### src/rtl/core/cpl_pkg.sv
// Package for the ChordPro byte lexer: character classes, token codes,
// the state transition table and the result type. No dependencies.
package cpl_pkg;

    localparam int NUM_STATES  = 10;
    localparam int NUM_CLASSES = 10;

    typedef logic [3:0] state_t;
    typedef logic [3:0] class_t;
    typedef logic [6:0] code_t;
    typedef logic [2:0] kind_t;

    // Character classes
    localparam class_t CLS_SPACE  = 4'd0;
    localparam class_t CLS_ALPHA  = 4'd1;
    localparam class_t CLS_DIGIT  = 4'd2;
    localparam class_t CLS_LBRACE = 4'd3;
    localparam class_t CLS_RBRACE = 4'd4;
    localparam class_t CLS_LBRACK = 4'd5;
    localparam class_t CLS_RBRACK = 4'd6;
    localparam class_t CLS_COLON  = 4'd7;
    localparam class_t CLS_END    = 4'd8;
    localparam class_t CLS_NL     = 4'd9;
    localparam class_t CLS_NONE   = 4'd15;

    // Table entries above the state range are token codes
    localparam code_t TOK_CHORD = 7'd101;
    localparam code_t TOK_DIR   = 7'd102;
    localparam code_t TOK_LYRIC = 7'd103;
    localparam code_t TOK_END   = 7'd104;
    localparam code_t TOK_NEWLN = 7'd105;
    localparam code_t TOK_MIN   = 7'd101;

    localparam state_t ST_START = 4'd0;

    // Result kinds
    localparam kind_t KIND_NONE  = 3'd0;
    localparam kind_t KIND_CHORD = 3'd1;
    localparam kind_t KIND_DIR   = 3'd2;
    localparam kind_t KIND_LYRIC = 3'd3;
    localparam kind_t KIND_DROP  = 3'd4;

    // Rows: state; columns: sp a 0 { } [ ] : end nl
    localparam code_t TRANS [NUM_STATES][NUM_CLASSES] = '{
        '{7'd6, 7'd6, 7'd6, 7'd3, 7'd6, 7'd1, 7'd6, 7'd6, TOK_END, 7'd9},
        '{7'd1, 7'd1, 7'd1, 7'd1, 7'd1, 7'd1, 7'd2, 7'd1, TOK_END, TOK_NEWLN},
        '{TOK_CHORD, TOK_CHORD, TOK_CHORD, TOK_CHORD, TOK_CHORD,
          TOK_CHORD, TOK_CHORD, TOK_CHORD, TOK_CHORD, TOK_CHORD},
        '{7'd3, 7'd3, 7'd3, 7'd3, 7'd3, 7'd3, 7'd3, 7'd4, TOK_END, TOK_NEWLN},
        '{7'd4, 7'd4, 7'd4, 7'd4, 7'd5, 7'd4, 7'd4, 7'd4, TOK_END, TOK_NEWLN},
        '{TOK_DIR, TOK_DIR, TOK_DIR, TOK_DIR, TOK_DIR,
          TOK_DIR, TOK_DIR, TOK_DIR, TOK_DIR, TOK_DIR},
        '{7'd6, 7'd6, 7'd6, TOK_LYRIC, 7'd6, TOK_LYRIC, 7'd6, 7'd6,
          TOK_LYRIC, TOK_LYRIC},
        '{7'd6, 7'd6, 7'd6, 7'd3, 7'd6, 7'd1, 7'd6, 7'd6, TOK_END, 7'd9},
        '{7'd6, 7'd6, 7'd6, 7'd3, 7'd6, 7'd1, 7'd6, 7'd6, TOK_END, 7'd9},
        '{TOK_NEWLN, TOK_NEWLN, TOK_NEWLN, TOK_NEWLN, TOK_NEWLN,
          TOK_NEWLN, TOK_NEWLN, TOK_NEWLN, TOK_END, TOK_NEWLN}
    };

    typedef struct packed {
        kind_t      kind;
        logic       appended;
        logic [7:0] lexeme;
        logic       ended;
        logic       bad;
    } result_t;

    function automatic kind_t kind_of(input code_t code);
        kind_t k;
        unique case (code)
            TOK_CHORD: k = KIND_CHORD;
            TOK_DIR:   k = KIND_DIR;
            TOK_LYRIC: k = KIND_LYRIC;
            TOK_NEWLN: k = KIND_DROP;
            default:   k = KIND_NONE;
        endcase
        return k;
    endfunction

endpackage

### src/rtl/core/cpl_classify.sv
// Byte classifier for the ChordPro lexer: maps a character to its class.
// Depends on cpl_pkg.
module cpl_classify (
    input  logic [7:0]      text_byte,
    output cpl_pkg::class_t char_class
);

    always_comb
    begin
        priority if ((text_byte >= "a" && text_byte <= "z") ||
                     (text_byte >= "A" && text_byte <= "Z") || text_byte == ",")
            char_class = cpl_pkg::CLS_ALPHA;
        else if (text_byte >= "0" && text_byte <= "9")
            char_class = cpl_pkg::CLS_DIGIT;
        else if (text_byte == " ")
            char_class = cpl_pkg::CLS_SPACE;
        else if (text_byte == "{")
            char_class = cpl_pkg::CLS_LBRACE;
        else if (text_byte == "}")
            char_class = cpl_pkg::CLS_RBRACE;
        else if (text_byte == "[")
            char_class = cpl_pkg::CLS_LBRACK;
        else if (text_byte == "]")
            char_class = cpl_pkg::CLS_RBRACK;
        else if (text_byte == ":")
            char_class = cpl_pkg::CLS_COLON;
        else if (text_byte == 8'h0a)
            char_class = cpl_pkg::CLS_NL;
        else
            char_class = cpl_pkg::CLS_NONE;
    end

endmodule

### src/rtl/core/cpl_step.sv
// Scanner state register and one-step transition logic, including the
// same-cycle reprocess from the start state. Depends on cpl_pkg.
module cpl_step (
    input  logic              clk,
    input  logic              rst_n,
    input  logic              advance,
    input  logic [7:0]        text_byte,
    input  logic              stream_end,
    input  cpl_pkg::class_t   char_class,
    output cpl_pkg::result_t  result
);

    cpl_pkg::state_t state_reg;
    cpl_pkg::state_t state_next;
    cpl_pkg::state_t cur_state;
    cpl_pkg::code_t  code;
    cpl_pkg::code_t  restart_code;

    // Unreachable rows fall back to start
    always_comb
    begin
        if (state_reg > 4'd9 || state_reg == 4'd7 || state_reg == 4'd8)
            cur_state = cpl_pkg::ST_START;
        else
            cur_state = state_reg;
    end

    always_comb
    begin
        result       = '0;
        state_next   = state_reg;
        code         = '0;
        restart_code = '0;
        if (stream_end)
        begin
            code = cpl_pkg::TRANS[cur_state][cpl_pkg::CLS_END];
            if (code == cpl_pkg::TOK_END)
                result.kind = (cur_state != cpl_pkg::ST_START) ?
                              cpl_pkg::KIND_DROP : cpl_pkg::KIND_NONE;
            else
                result.kind = cpl_pkg::kind_of(code);
            result.ended = 1'b1;
            state_next   = cpl_pkg::ST_START;
        end
        else if (char_class == cpl_pkg::CLS_NONE)
        begin
            result.bad = 1'b1;
        end
        else
        begin
            code         = cpl_pkg::TRANS[cur_state][char_class];
            restart_code = cpl_pkg::TRANS[cpl_pkg::ST_START][char_class];
            // Token done: reprocess this byte from start in the same step
            if (code >= cpl_pkg::TOK_MIN)
            begin
                result.kind = cpl_pkg::kind_of(code);
                state_next  = restart_code[3:0];
            end
            else
            begin
                state_next = code[3:0];
            end
            result.appended = 1'b1;
            result.lexeme   = text_byte;
        end
    end

    always_ff @(posedge clk or negedge rst_n)
    begin
        if (!rst_n)
            state_reg <= cpl_pkg::ST_START;
        else if (advance)
            state_reg <= state_next;
    end

endmodule

### src/rtl/core/chordpro_lexer.sv
// ChordPro byte lexer: one byte enters on s_t* and one result leaves on m_t*
// per transaction. It accepts a new byte every cycle while the result side is
// not stalled; each byte passes through the input register and then the result
// register, with the class lookup, the table step and any restart from the
// start state in the single combinational path between them. Depends on
// cpl_pkg, cpl_classify and cpl_step.
module chordpro_lexer (
    input  logic        clk,
    input  logic        rst_n,
    input  logic        s_tvalid,
    output logic        s_tready,
    input  logic [7:0]  s_tdata,   // [7:0] text_byte
    input  logic        s_tlast,   // stream_end
    output logic        m_tvalid,
    input  logic        m_tready,
    output logic [15:0] m_tdata,   // [2:0] finished_kind, [3] appended,
                                   // [11:4] lexeme_byte, [15:12] zero
    output logic        m_tlast,   // input_ended
    output logic        m_tuser    // bad_byte
);

    logic             in_valid_reg;
    logic [7:0]       in_byte_reg;
    logic             in_end_reg;
    logic             out_valid_reg;
    cpl_pkg::result_t out_reg;
    cpl_pkg::result_t step_result;
    cpl_pkg::class_t  char_class;
    logic             out_free;
    logic             advance;

    assign out_free = !out_valid_reg || m_tready;
    assign advance  = in_valid_reg && out_free;
    assign s_tready = !in_valid_reg || out_free;

    always_ff @(posedge clk or negedge rst_n)
    begin
        if (!rst_n)
        begin
            in_valid_reg  <= 1'b0;
            out_valid_reg <= 1'b0;
        end
        else
        begin
            if (s_tready)
                in_valid_reg <= s_tvalid;
            if (out_free)
                out_valid_reg <= in_valid_reg;
        end
    end

    always_ff @(posedge clk)
    begin
        if (s_tready && s_tvalid)
        begin
            in_byte_reg <= s_tdata;
            in_end_reg  <= s_tlast;
        end
        if (advance)
            out_reg <= step_result;
    end

    cpl_classify u_classify (
        .text_byte  (in_byte_reg),
        .char_class (char_class)
    );

    cpl_step u_step (
        .clk        (clk),
        .rst_n      (rst_n),
        .advance    (advance),
        .text_byte  (in_byte_reg),
        .stream_end (in_end_reg),
        .char_class (char_class),
        .result     (step_result)
    );

    assign m_tvalid = out_valid_reg;
    assign m_tdata  = {4'd0, out_reg.lexeme, out_reg.appended, out_reg.kind};
    assign m_tlast  = out_reg.ended;
    assign m_tuser  = out_reg.bad;

`ifndef ASSERT_OFF
    a_bad_not_appended: assert property (@(posedge clk) disable iff (!rst_n)
        m_tvalid && m_tuser |-> !m_tdata[3] && m_tdata[2:0] == cpl_pkg::KIND_NONE)
        else $error("bad byte result carries a token or lexeme byte");

    a_end_not_appended: assert property (@(posedge clk) disable iff (!rst_n)
        m_tvalid && m_tlast |-> !m_tdata[3] && !m_tuser)
        else $error("end-of-input result appended a byte or flagged it bad");

    a_lexeme_zero: assert property (@(posedge clk) disable iff (!rst_n)
        m_tvalid && !m_tdata[3] |-> m_tdata[11:4] == 8'd0)
        else $error("lexeme byte nonzero without append");

    a_kind_range: assert property (@(posedge clk) disable iff (!rst_n)
        m_tvalid |-> m_tdata[2:0] <= cpl_pkg::KIND_DROP)
        else $error("finished kind out of range");

    a_hold_on_stall: assert property (@(posedge clk) disable iff (!rst_n)
        in_valid_reg && !out_free |=> in_valid_reg && $stable(in_byte_reg))
        else $error("input register changed while the result side stalled");
`endif

endmodule

### config.mk
export PLATFORM = sky130hd
export DESIGN_NAME = chordpro_lexer
export DESIGN_NICKNAME = d
export VERILOG_FILES = /design/src/rtl/core/cpl_pkg.sv /design/src/rtl/core/cpl_classify.sv /design/src/rtl/core/cpl_step.sv /design/src/rtl/core/chordpro_lexer.sv
export SDC_FILE = /design/constraint.sdc
export NUM_CORES = 1
export LEC_CHECK = 0
export ABC_AREA = 1
export BUFFER_PORTS_ARGS = -buffer_cell sky130_fd_sc_hd__buf_2
export CAP_MARGIN = 10
export CORE_MARGIN = 1.5
export CORE_UTILIZATION = 40
export DETAILED_ROUTE_END_ITERATION = 12
export PLACE_DENSITY = 0.66
export SLEW_MARGIN = 20
export SYNTH_ARGS = -nofsm -noshare
export SYNTH_HDL_FRONTEND = slang
export SYNTH_SLANG_ARGS = --single-unit
### constraint.sdc
create_clock -name clk -period 5.55 [get_ports clk]
set_input_delay 1.11 -clock clk [delete_from_list [all_inputs] [get_ports clk]]
set_output_delay 1.11 -clock clk [all_outputs]
set_load 0.01 [all_outputs]
## Word-level counts from Yosys, hierarchy flattened

Memory sizes are Yosys's and may differ from the RTL's.
Cells that the tools add are included.

| storage, ports and cells | value |
|---|---|
| flip-flop bits (word level) | 29 |
| ROM bits | 1232 |
| word-level logic and storage cells | 90 |
| memories kept | 2 |

| cells by class | value |
|---|---|
| bitwise logic cells | 2 |
| eq/ne operators | 21 |
| $lt $le $gt $ge | 10 |
| reductions and logical operators | 16 |
| muxes and demuxes | 29 |

Memories:

| memory | words | width | rd ports | clocked after Yosys merged registers in | write ports | line | RTL |
|---|---|---|---|---|---|---|---|
| (name not given) | 16 | 70 | 1 | 0 | 0 | cpl_step.sv:36 | `code = cpl_pkg::TRANS[cur_state][cpl_pkg::CLS_END];` |
| (name not given) | 16 | 7 | 1 | 0 | 0 | cpl_step.sv:52 | `restart_code = cpl_pkg::TRANS[cpl_pkg::ST_START][char_class];` |

Operators with widths:

| kind | number |
|---|---|
| two-way mux 70 bit | 2 |
| == test 7 bit (second input constant) | 9 |
| two-way mux 4 bit | 14 |
| == test 8 x 7 -> 1 bit (second input constant) | 4 |
| binary-select mux 7 bit (select 4 bit) | 1 |
| == test 8 x 6 -> 1 bit (second input constant) | 3 |
| case mux 3 bit (4 select lines) | 2 |
| greater-or-equal comparator 8 x 7 -> 1 bit (second input constant) | 2 |
| <= comparator 8 x 7 -> 1 bit (second input constant) | 2 |
| two-way mux 3 bit | 5 |
| two-way mux 7 bit | 2 |
| two-way mux 12 bit | 1 |
| greater-or-equal comparator 5 bit (second input constant) | 2 |
| NOT 4 -> 5 bit | 2 |
| == test 4 bit (second input constant) | 2 |
| == test 8 x 4 -> 1 bit (second input constant) | 1 |
| greater-or-equal comparator 8 x 6 -> 1 bit (second input constant) | 1 |
| <= comparator 8 x 6 -> 1 bit (second input constant) | 1 |
| greater-or-equal comparator 7 bit (second input constant) | 1 |
| logical OR 1 bit | 6 |
| logical AND 1 bit | 5 |
| == test 4 x 3 -> 1 bit (second input constant) | 1 |
| > comparator 4 bit (second input constant) | 1 |
| nonzero test 4 bit | 1 |
| other kinds (5) | 7 |

## Logic depth before layout (Yosys ltp)

Gate-level depths: netlist (run 1).

| logic depth | value |
|---|---|
| word-level depth | 19 |
| gate-level depth with buffers | 21 |
| gate-level depth less buffers | 21 |

## By module

From an unflattened synthesis (run 1), not the netlist that was laid out.

| second synthesis, totals | value |
|---|---|
| cell total of the unflattened synthesis | 289 |
| area, all modules | 2123.3 µm² |

By module, submodules not included:

| module | area an instance (µm²) | seq. area each (µm²) | instances | cells an instance |
|---|---|---|---|---|
| cpl_step | 1028.5 | 100.1 | 1 | 185 |
| chordpro_lexer | 819.5 | 740.7 | 1 | 40 |
| cpl_classify | 275.3 | 0.0 | 1 | 64 |

## Worst setup path after synthesis (run 1)

No wires, ideal clock.

| timing | value |
|---|---|
| path kind | register -> register |
| from | reg u_step.state_reg[1] |
| to | reg u_step.state_reg[3] |
| arrival | 2290 ps |
| data required time | 5433 ps |
| cell stages (with the launch flop) | 18 |
| setup time | 117 ps |
| path slack | 3142 ps |
| cells stage by stage | dfrtp_1 > nand2_1 > a221oi_1 > nor2_1 > inv_1 > ha_1 > inv_1 > nand2_1 > o21ai_0 > or2_1 > nand4_1 > nand2_1 > nor2_2 > nand3_2 > nand2_2 > nand2_1 > nand3_1 > nand2_1 |

| between the ends | value |
|---|---|
| cells in the longest elaborated chain, start to end | 15 |
| elaborated cells on any way between the ends | 17 |
| those cells by class | order compare (2); eq/ne (2); mux (9); bitwise (1); reduce/logical (2); memory (1) |

Ends and longest elaborated chain:

| item | line | RTL |
|---|---|---|
| start, declared | cpl_step.sv:13 | `cpl_pkg::state_t state_reg;` |
| start signal, assigned | cpl_step.sv:71 | `state_reg <= cpl_pkg::ST_START;` |
| start signal, assigned | cpl_step.sv:73 | `state_reg <= state_next;` |
| > comparator 4 bit / == test 4 x 3 -> 1 bit (equally long branches) | cpl_step.sv:22 | `if (state_reg > 4'd9 \|\| state_reg == 4'd7 \|\| state_reg == 4'd8)` |
| logical OR 1 bit (2 in a row) | cpl_step.sv:22 |  |
| two-way mux 4 bit (*) | cpl_step.sv:22 |  |
| NOT 4 -> 5 bit (implied by the code) (*) | cpl_step.sv:51 | `code = cpl_pkg::TRANS[cur_state][char_class];` |
| memory read (16 x 70 bit) (*) | n/a |  |
| two-way mux 70 bit (*) (2 in a row) | n/a |  |
| binary-select mux 7 bit (select 4 bit) (*) | cpl_step.sv:51 |  |
| two-way mux 7 bit (implied by the code) (*) (2 in a row) | cpl_step.sv:51 |  |
| greater-or-equal comparator 7 bit | cpl_step.sv:54 | `if (code >= cpl_pkg::TOK_MIN)` |
| two-way mux 4 bit (*) | cpl_step.sv:54 |  |
| two-way mux 4 bit (*) | cpl_step.sv:45 | `else if (char_class == cpl_pkg::CLS_NONE)` |
| two-way mux 4 bit (*) | cpl_step.sv:34 | `if (stream_end)` |

Every way passes the cells marked *; elsewhere a longest branch is shown, timed or not. The select of a mux whose other input is x is not followed.
A chain may end at the register's enable or synchronous reset.

==> metrics list, run 1 <==
- Outcome: finished, final reports clean
- The floorplan step defined a die boundary enclosing slightly above 0.006 mm2.
* Switching portion of total power: approximately 40%
- STA puts the critical path data required time at 5.65 ns.
- DRC violation count after routing: 0
* Relative contribution of the clock network to total power: a little over a fifth
- After detailed routing, the average wire length per cell comes to 11.61 um.
- Final setup violation count: 0
- Count of state elements after synthesis: 29
- Measured against its own limit, the worst slew margin works out to between 60% and 70%.
- The worst setup path is launched from a flop.
- Cell at the root of the clock tree: clkbuf_8
- In this run the power density over the cells is between 200 and 300 mW/mm2.
* Multi-input combinational cell area: roughly 0.0012 mm2
- Gate Count Post-Synth: around 300
* Area growth from synthesis to final layout: 12.58%
- In this run the worst setup path begins at u_step.state_reg[2].
- Clk Latency, worst-skew pair: between 0.2 and 0.3 ns
- Floorplan row count: 27
- Walking the worst path, the cells encountered are nor2_1, a221oi_1, nor2_1, inv_1, ha_1, nand2_1, nand2_1, nand3_1, nand2_1, nand3_1, nand2_1, nand2_1, nand2_1, nand2_1, nand2_1, inv_1, o31ai_1.
* Share of power burned in combinational logic: between 30% and 40%
- The filler cells instantiated in the layout total ~580.
- By instance count, the cell type seen most on the critical path is nand2_1.
- On the critical path, the stage with the largest delay is an instance of dfrtp_1.
- First-pass GRT wire length: around 8 mm
- Endpoint kind of the worst setup timing path: flop
- Congestion Overflow GR: 0
* Power spent charging and discharging nets: 0.0003072 W
- Sequential-to-total area share from yosys stat: a little under two fifths
- Clock buffer count from CTS: 5
- Pint: ~0.00046 W
- Across every metal layer, demand over resource in global routing totals 16.40%.
- From left edge to right edge, the die measures around 78 um.
* Per-instance average area after synthesis: between 7 and 8 um2
- In the final design database the tool counted between 300 and 400 nets.
- Largest incremental delay on the critical path: 0.46 ns
* Boundary Pins: 33
- The worst hold path belongs to the class reg -> reg.
- Post-detailed-placement half-perimeter wirelength: between 3 and 4 mm
- Die span in y: 78.31 um
- Max FFs per register: 12
* Post-route fraction of the period consumed by the critical path: around half
* Area of all sequential standard cells: approximately 840 um2
- CTS Buffer Depth: 2
- By area the synthesized netlist is led by edfxtp_1 30%, nand2_1 15%, nand3_1 6.8%, dfrtp_1 6.6%, inv_1 5.3%.
- Non-Filler Cell Area, Final: between 0.002 and 0.003 mm2
- Fraction of power consumed by sequential logic: approximately two fifths
- VDD sags by at most around 140 uV.
- Dominant delay contributor by cell family on the critical path: simple AND/OR/NAND/NOR gates
* Maxcap violations: 0
* Antenna violation net count after detailed routing: 0
* Clock tree from TritonCTS: yes
* Setup repair after global routing missed its margin: no
* DRT iter0 DRCs: 127
* Synth warn: 0
- The clock period could shrink to between 2 and 3 ns.
- The number of different library cells used by synthesis comes to 34.
* Post-detailed-placement cell area: around 0.0025 mm2
* Netlist area before placement: roughly 0.0023 mm2
- Data arrives at the worst endpoint at roughly 2.9 ns.
* Worst Min Path Start: m_tvalid
* Number of resized instances in the post-cts repair step: 0
- Sum of negative setup slack: 0 ns
- Share of layout cells above drive strength 1: 24.33%
- Detailed Routing Iterations Pass 1: 5
* Leak Pwr: 1.280 nW
* Clock transition at path regs: around 0.060 ns
* Max Fclk: between 300 and 400 MHz
* Number of levels in the clock H-tree: 2
* Setup fix buffers added after clock tree synthesis: 0
- Once the floorplan was initialized, standard cells occupied roughly 41% of the core.
- Startpoint of the most critical register-to-register path: u_step.state_reg[2]
- Sink Count: 29
* Register-to-register setup slack: between 2 and 3 ns
* Critical path buffers and inverters: 2
- The routed design has roughly 4.7 mm of wire.
* Setup CP Type: reg -> reg
- For the pin with the worst max-slew slack, the measured transition is 0.5372 ns.
* Area leader, netlist: edfxtp_1
* Number of antenna repair diodes: 0
- Via total after detailed routing: 2,016
- Area share of the largest cell type after synthesis: between 30% and 40%
* Number of hold-slack violations in the final timing report: 0
- Count of final max-slew check failures: 0
* Antenna violations before repair: 0
- Final setup skew: roughly 0.0068 ns
- Maximum number of pins on one net before global-route repair: 16
* Maximum fanout along the worst path: 7
- The congestion estimate from routability-driven global placement came to approximately 0.9.
- The via count of the first global-routing pass came to 1,700.
* Port Buffer Count: 28
* Number of vias per cell: approximately 4.9
- After clock tree synthesis, the flow added hold-fix buffers numbering 0.
* Floorplan core area: approximately 0.0055 mm2
==> synth_stat cells (all sizes together) <==
cell	count
a211oi	1
a21oi	7
a221oi	1
buf	6
clkbuf	1
conb	1
dfrtp	6
edfxtp	23
ha	6
inv	40
nand2	107
nand3	40
nand4	4
nor2	43
o211ai	2
o21ai	9
o22ai	1
o311ai	1
o31ai	3
or2	2
==> worst min-delay path, cell delays in order, from the launching register on <==
cell and delay, ns:
dfrtp_1 0.36, nand2_1 0.07, nand2_1 0.06
==> power groups by stage <==
stage          registers, W  clock network [W]  logic [W]
3_3_place_gp       0.000295                  0   0.000303
6_report           0.000293           0.000168   0.000306
5_1_grt            0.000296           0.000180   0.000348
2_1_floorplan      0.000301                  0   0.000226
4_1_cts            0.000292           0.000172   0.000306
3_5_place_dp       0.000297                  0   0.000305
==> layer usage <==
metal,global-route usage (%),vias to the layer above,part of all wire [%]
li1,-,1044,-
met5,0,-,0
met3,3.256,11,5.9
met1,22.94,898,50
met4,6.250,0,2.0
met2,24.87,63,43
==> cells in the final DEF, fill, tap and decap left out, types with 5 or more instances in the layout <==
cell type	instances
nand2_1	93
inv_1	32
nor2_1	32
nand3_1	31
buf_2	28
edfxtp_1	23
nand2_2	12
inv_2	7
nand3_2	7
ha_1	6
dfrtp_1	6
a21oi_1	5
nor2_4	5
o21ai_1	5
conb_1	5
clkbuf_8	5
==> per-stage QoR <==
| step | utilization (%) | cells | hold slack, ns | setup slack, ns | total power [W] |
|---|---|---|---|---|---|
| 6_report | 46.66 | 409 | 0.5281 | 2.760 | 0.0007660 |
| 5_1_grt | 46.66 | 409 | 0.5942 | 2.513 | 0.0008231 |
| 4_1_cts | 46.66 | 409 | 0.5366 | 2.778 | 0.0007703 |
| 3_5_place_dp | 45.08 | 401 | 0.5127 | 2.796 | 0.0006015 |
| 3_3_place_gp | 45.08 | 401 | 0.5200 | 2.862 | 0.0005988 |
| 2_1_floorplan | - | 308 | 0.4244 | 3.142 | 0.0005272 |
==> area by class of cell <==
cell class,count,share of cell area (%)
Clock buffer,5,2.695
Clock inverter,3,0.6859
Inverter,40,5.977
Multi-Input combinational cell,232,48.70
Sequential cell,29,32.93
Tap cell,72,3.528
Timing Repair Buffer,28,5.487
==> cell families after synthesis <==
family                   count (synthesis)  share of synthesized area [%]
other                                    1                         0.1653
adder cells (fa/ha/maj)                  6                          3.309
flip-flops                              29                          37.07
AO/OA/AOI/OAI                           25                          7.226
buffers and inverters                   47                          8.770
AND/OR/NAND/NOR                        196                          43.46
==> path summary, 6_finish.rpt <==
path                                             to  cells after the start
worst max-delay path                     m_tdata[0]                     17
min in group asynchronous                  m_tvalid                      1
worst min register to register             m_tvalid                      2
max in group asynchronous       u_step.state_reg[0]                      1
worst max register to register           m_tdata[0]                     17
worst min-delay path                       m_tvalid                      2
Note: power is estimated with default switching activity, not from simulation.
==> inputs of run 2 (changes only) <==
- PLACE_DENSITY: 0.66 -> 0.69
- clock period: 5.55 -> 2.3 ns (I/O delays scaled with it)
==> metrics list, run 2 (synthesis gave the netlist of run 1 again) <==
- The flow ran to the end, but the final reports show violations.
* Violations in the final reports: negative setup slack
- PnR worst setup slack: -0.2887 ns
* Count of final max-slew check failures: 0
* Congestion Overflow GR: 0
- Initial standard-cell utilization of the core: 41.45%
- For this run, the total global-route usage over all layers was measured as a little under a fifth.
- Most frequent cells in the layout: 83 x nand2_1, 56 x buf_4, 28 x buf_2, 27 x inv_1
* Via total after detailed routing: about 2.3k
- The final layout contains roughly 410 nets.
* Clock tree from TritonCTS: yes
* Floorplan core area: ~0.0055 mm2
- The HPWL after detailed placement is ~4.1 mm.
* Antenna violation net count after detailed routing: 0
* Setup CP Type: reg -> reg
- Cell with the biggest individual delay on the critical path: dfrtp_1
- Final standard cell utilization of the core: between 50 and 60%
- The repair_antennas step left the layout with diodes totalling 0.
- Area growth from synthesis to final layout: 43.68%
* CTS Buffer Depth: 2
- Boundary Pins: 33
- The initialized floorplan defines 27 standard-cell rows.
* Maximum fanout along the worst path: 3
- Total power per unit cell area: around 700 mW/mm2
- Detailed Route WL: between 5 and 6 mm
* Leak Pwr: around 1.6 nW
* Max FFs per register: 12
- The final number of hold-violating endpoints is 0.
- Number of global-route vias before repair: 2,002
- Clock-pin slew was measured on the worst setup and hold paths at around 0.060 ns.
- The clock net in this run drives a total of 29 sinks.
* Min-Delay Path Class: in -> reg
- Number of levels in the clock H-tree: 2
- In the final layout, the share of cells above drive strength 1 is 45.20%.
- Critical-path cell list: nor2_2, a221oi_2, nor2_1, inv_2, buf_12, ha_4, inv_1, nand2_2, nand2_1, o31ai_2, o21ai_2, nand2_1, nor2_4, nand2_2, o31ai_4
* Clock buffer count from CTS: 5
- Area enclosed by the die boundary: just over 0.006 mm2
- Critical Path Start Type: flop
* Post-route fraction of the period consumed by the critical path: 112.6%
- The initial antenna violation count came to 0.
* Die span in y: a little under 80 um
* Setup repair after global routing missed its margin: yes
- Largest incremental delay on the critical path: roughly 0.42 ns
* Number of vias per cell: roughly 4.9
- Total power consumption of the routed design: 0.002315 W
- The first global-routing pass estimated ~8.8 mm of wire.
- Grouping stages by cell kind, the critical path spends the most delay in simple AND/OR/NAND/NOR gates.
- During placement, the flow inserted port buffers numbering 28.
- Req. time, crit path: between 2 and 2.5 ns
* DRT iter0 DRCs: between 150 and 200
- Minimum clock period after layout: ~2.6 ns
* Maximum number of pins on one net before global-route repair: 14
- Max Fclk: 386.3 MHz
- Signal arrival time at the worst endpoint: 2.68 ns
- Maximum resistive drop on vdd: 450.7 uV
* Final weighted congestion in routability-driven placement: 0.9920
* Sum of negative setup slack: -1.946 ns
- Final setup violation count: 7
- Final setup skew: about 0.0047 ns
* DRC violation count after routing: 0
- Cell at the root of the clock tree: clkbuf_8
* Die X: about 80 um
- Max-cap violations in this run came to 0.
- Leaving out fill and tap cells, the most frequent cell in the layout is nand2_1.
- Clk Latency, worst-skew pair: 0.27 ns
* Detailed-route wire length per cell: ~12 um
* Detailed Routing Iterations Pass 1: 4
* Critical path buffers and inverters: 3
- Endpoint kind of the worst setup timing path: flop
[run 2: cell count changes in the layout (fill, tap and decap cells not counted), sizes merged]
cell / before / now
buf: 28 / 86
clkbuf: 5 / 8
clkinv: 2 / 0
dlygate4sd3: 0 / 1
clkinvlp: 1 / 0
[run 2: final cells by class]
cell class                 instances  area, um2
fill                             490       2213
multi-input combinational        232       1483
sequential                        29      840.8
timing repair buffer              87      610.6
inverter                          40      155.1
tap                               72      90.09
clock buffer                       8      80.08
[run 2: worst paths after layout]
check                           cells after the start                 from                  end  slack, ns
worst max register to register                     15  u_step.state_reg[2]           m_tdata[1]      -0.29
worst min register to register                      2             m_tvalid             m_tvalid       0.55
min in group asynchronous                           2                rst_n  u_step.state_reg[3]       0.54
worst max-delay path                               15  u_step.state_reg[2]           m_tdata[1]      -0.29
max in group asynchronous                           2                rst_n         in_valid_reg       1.61
worst min-delay path                                1           s_tdata[5]       in_byte_reg[5]       0.37
[run 2: worst reg2reg max path, delay by kind of cell (launching register included)]
family,cells,cell delay (ns)
simple gates,7,0.93
fa+ha+maj,1,0.14
flops,1,0.42
compound gates,4,0.58
buf+inv,3,0.33
[run 2: where the power goes]
group	total, W	switching, W	internal [W]
Sequential	0.000704	0.0000508	0.000653
Clock	0.000375	0.000161	0.000214
Combinational	0.00124	0.000682	0.000553
Total	0.00231	0.000895	0.00142
[run 2: timing repair]
action                                  in CTS  in global routing
endpoints found under the setup margin       7                 14
hold buffers                                 0                  1
resized for setup                           24                 27
gates cloned                                 0                  0
hold endpoints to repair                     0                  6
pin swaps                                   26                 24
buffers inserted                            10                 11
[run 2: through the flow]
stage               setup slack (ns)  hold slack (ns)  std cells  area (um2)
floorplan                   -0.06119           0.1644        308        2300
detailed placement           -0.2421           0.2916        439        2781
CTS                          -0.2072         0.001636        457        3040
global route                 -0.4692           0.3531        468        3259
finish                       -0.2887           0.3656        468        3259
global placement             -0.2271           0.2910        439        2781
[run 2: routing by layer]
layer	wire length, um	vias up	track usage (%)
li1	-	1159	-
met1	2472	1054	22.81
met2	2914	96	30.87
met3	386	6	3.721
met4	71	0	5.357
met5	0	-	0
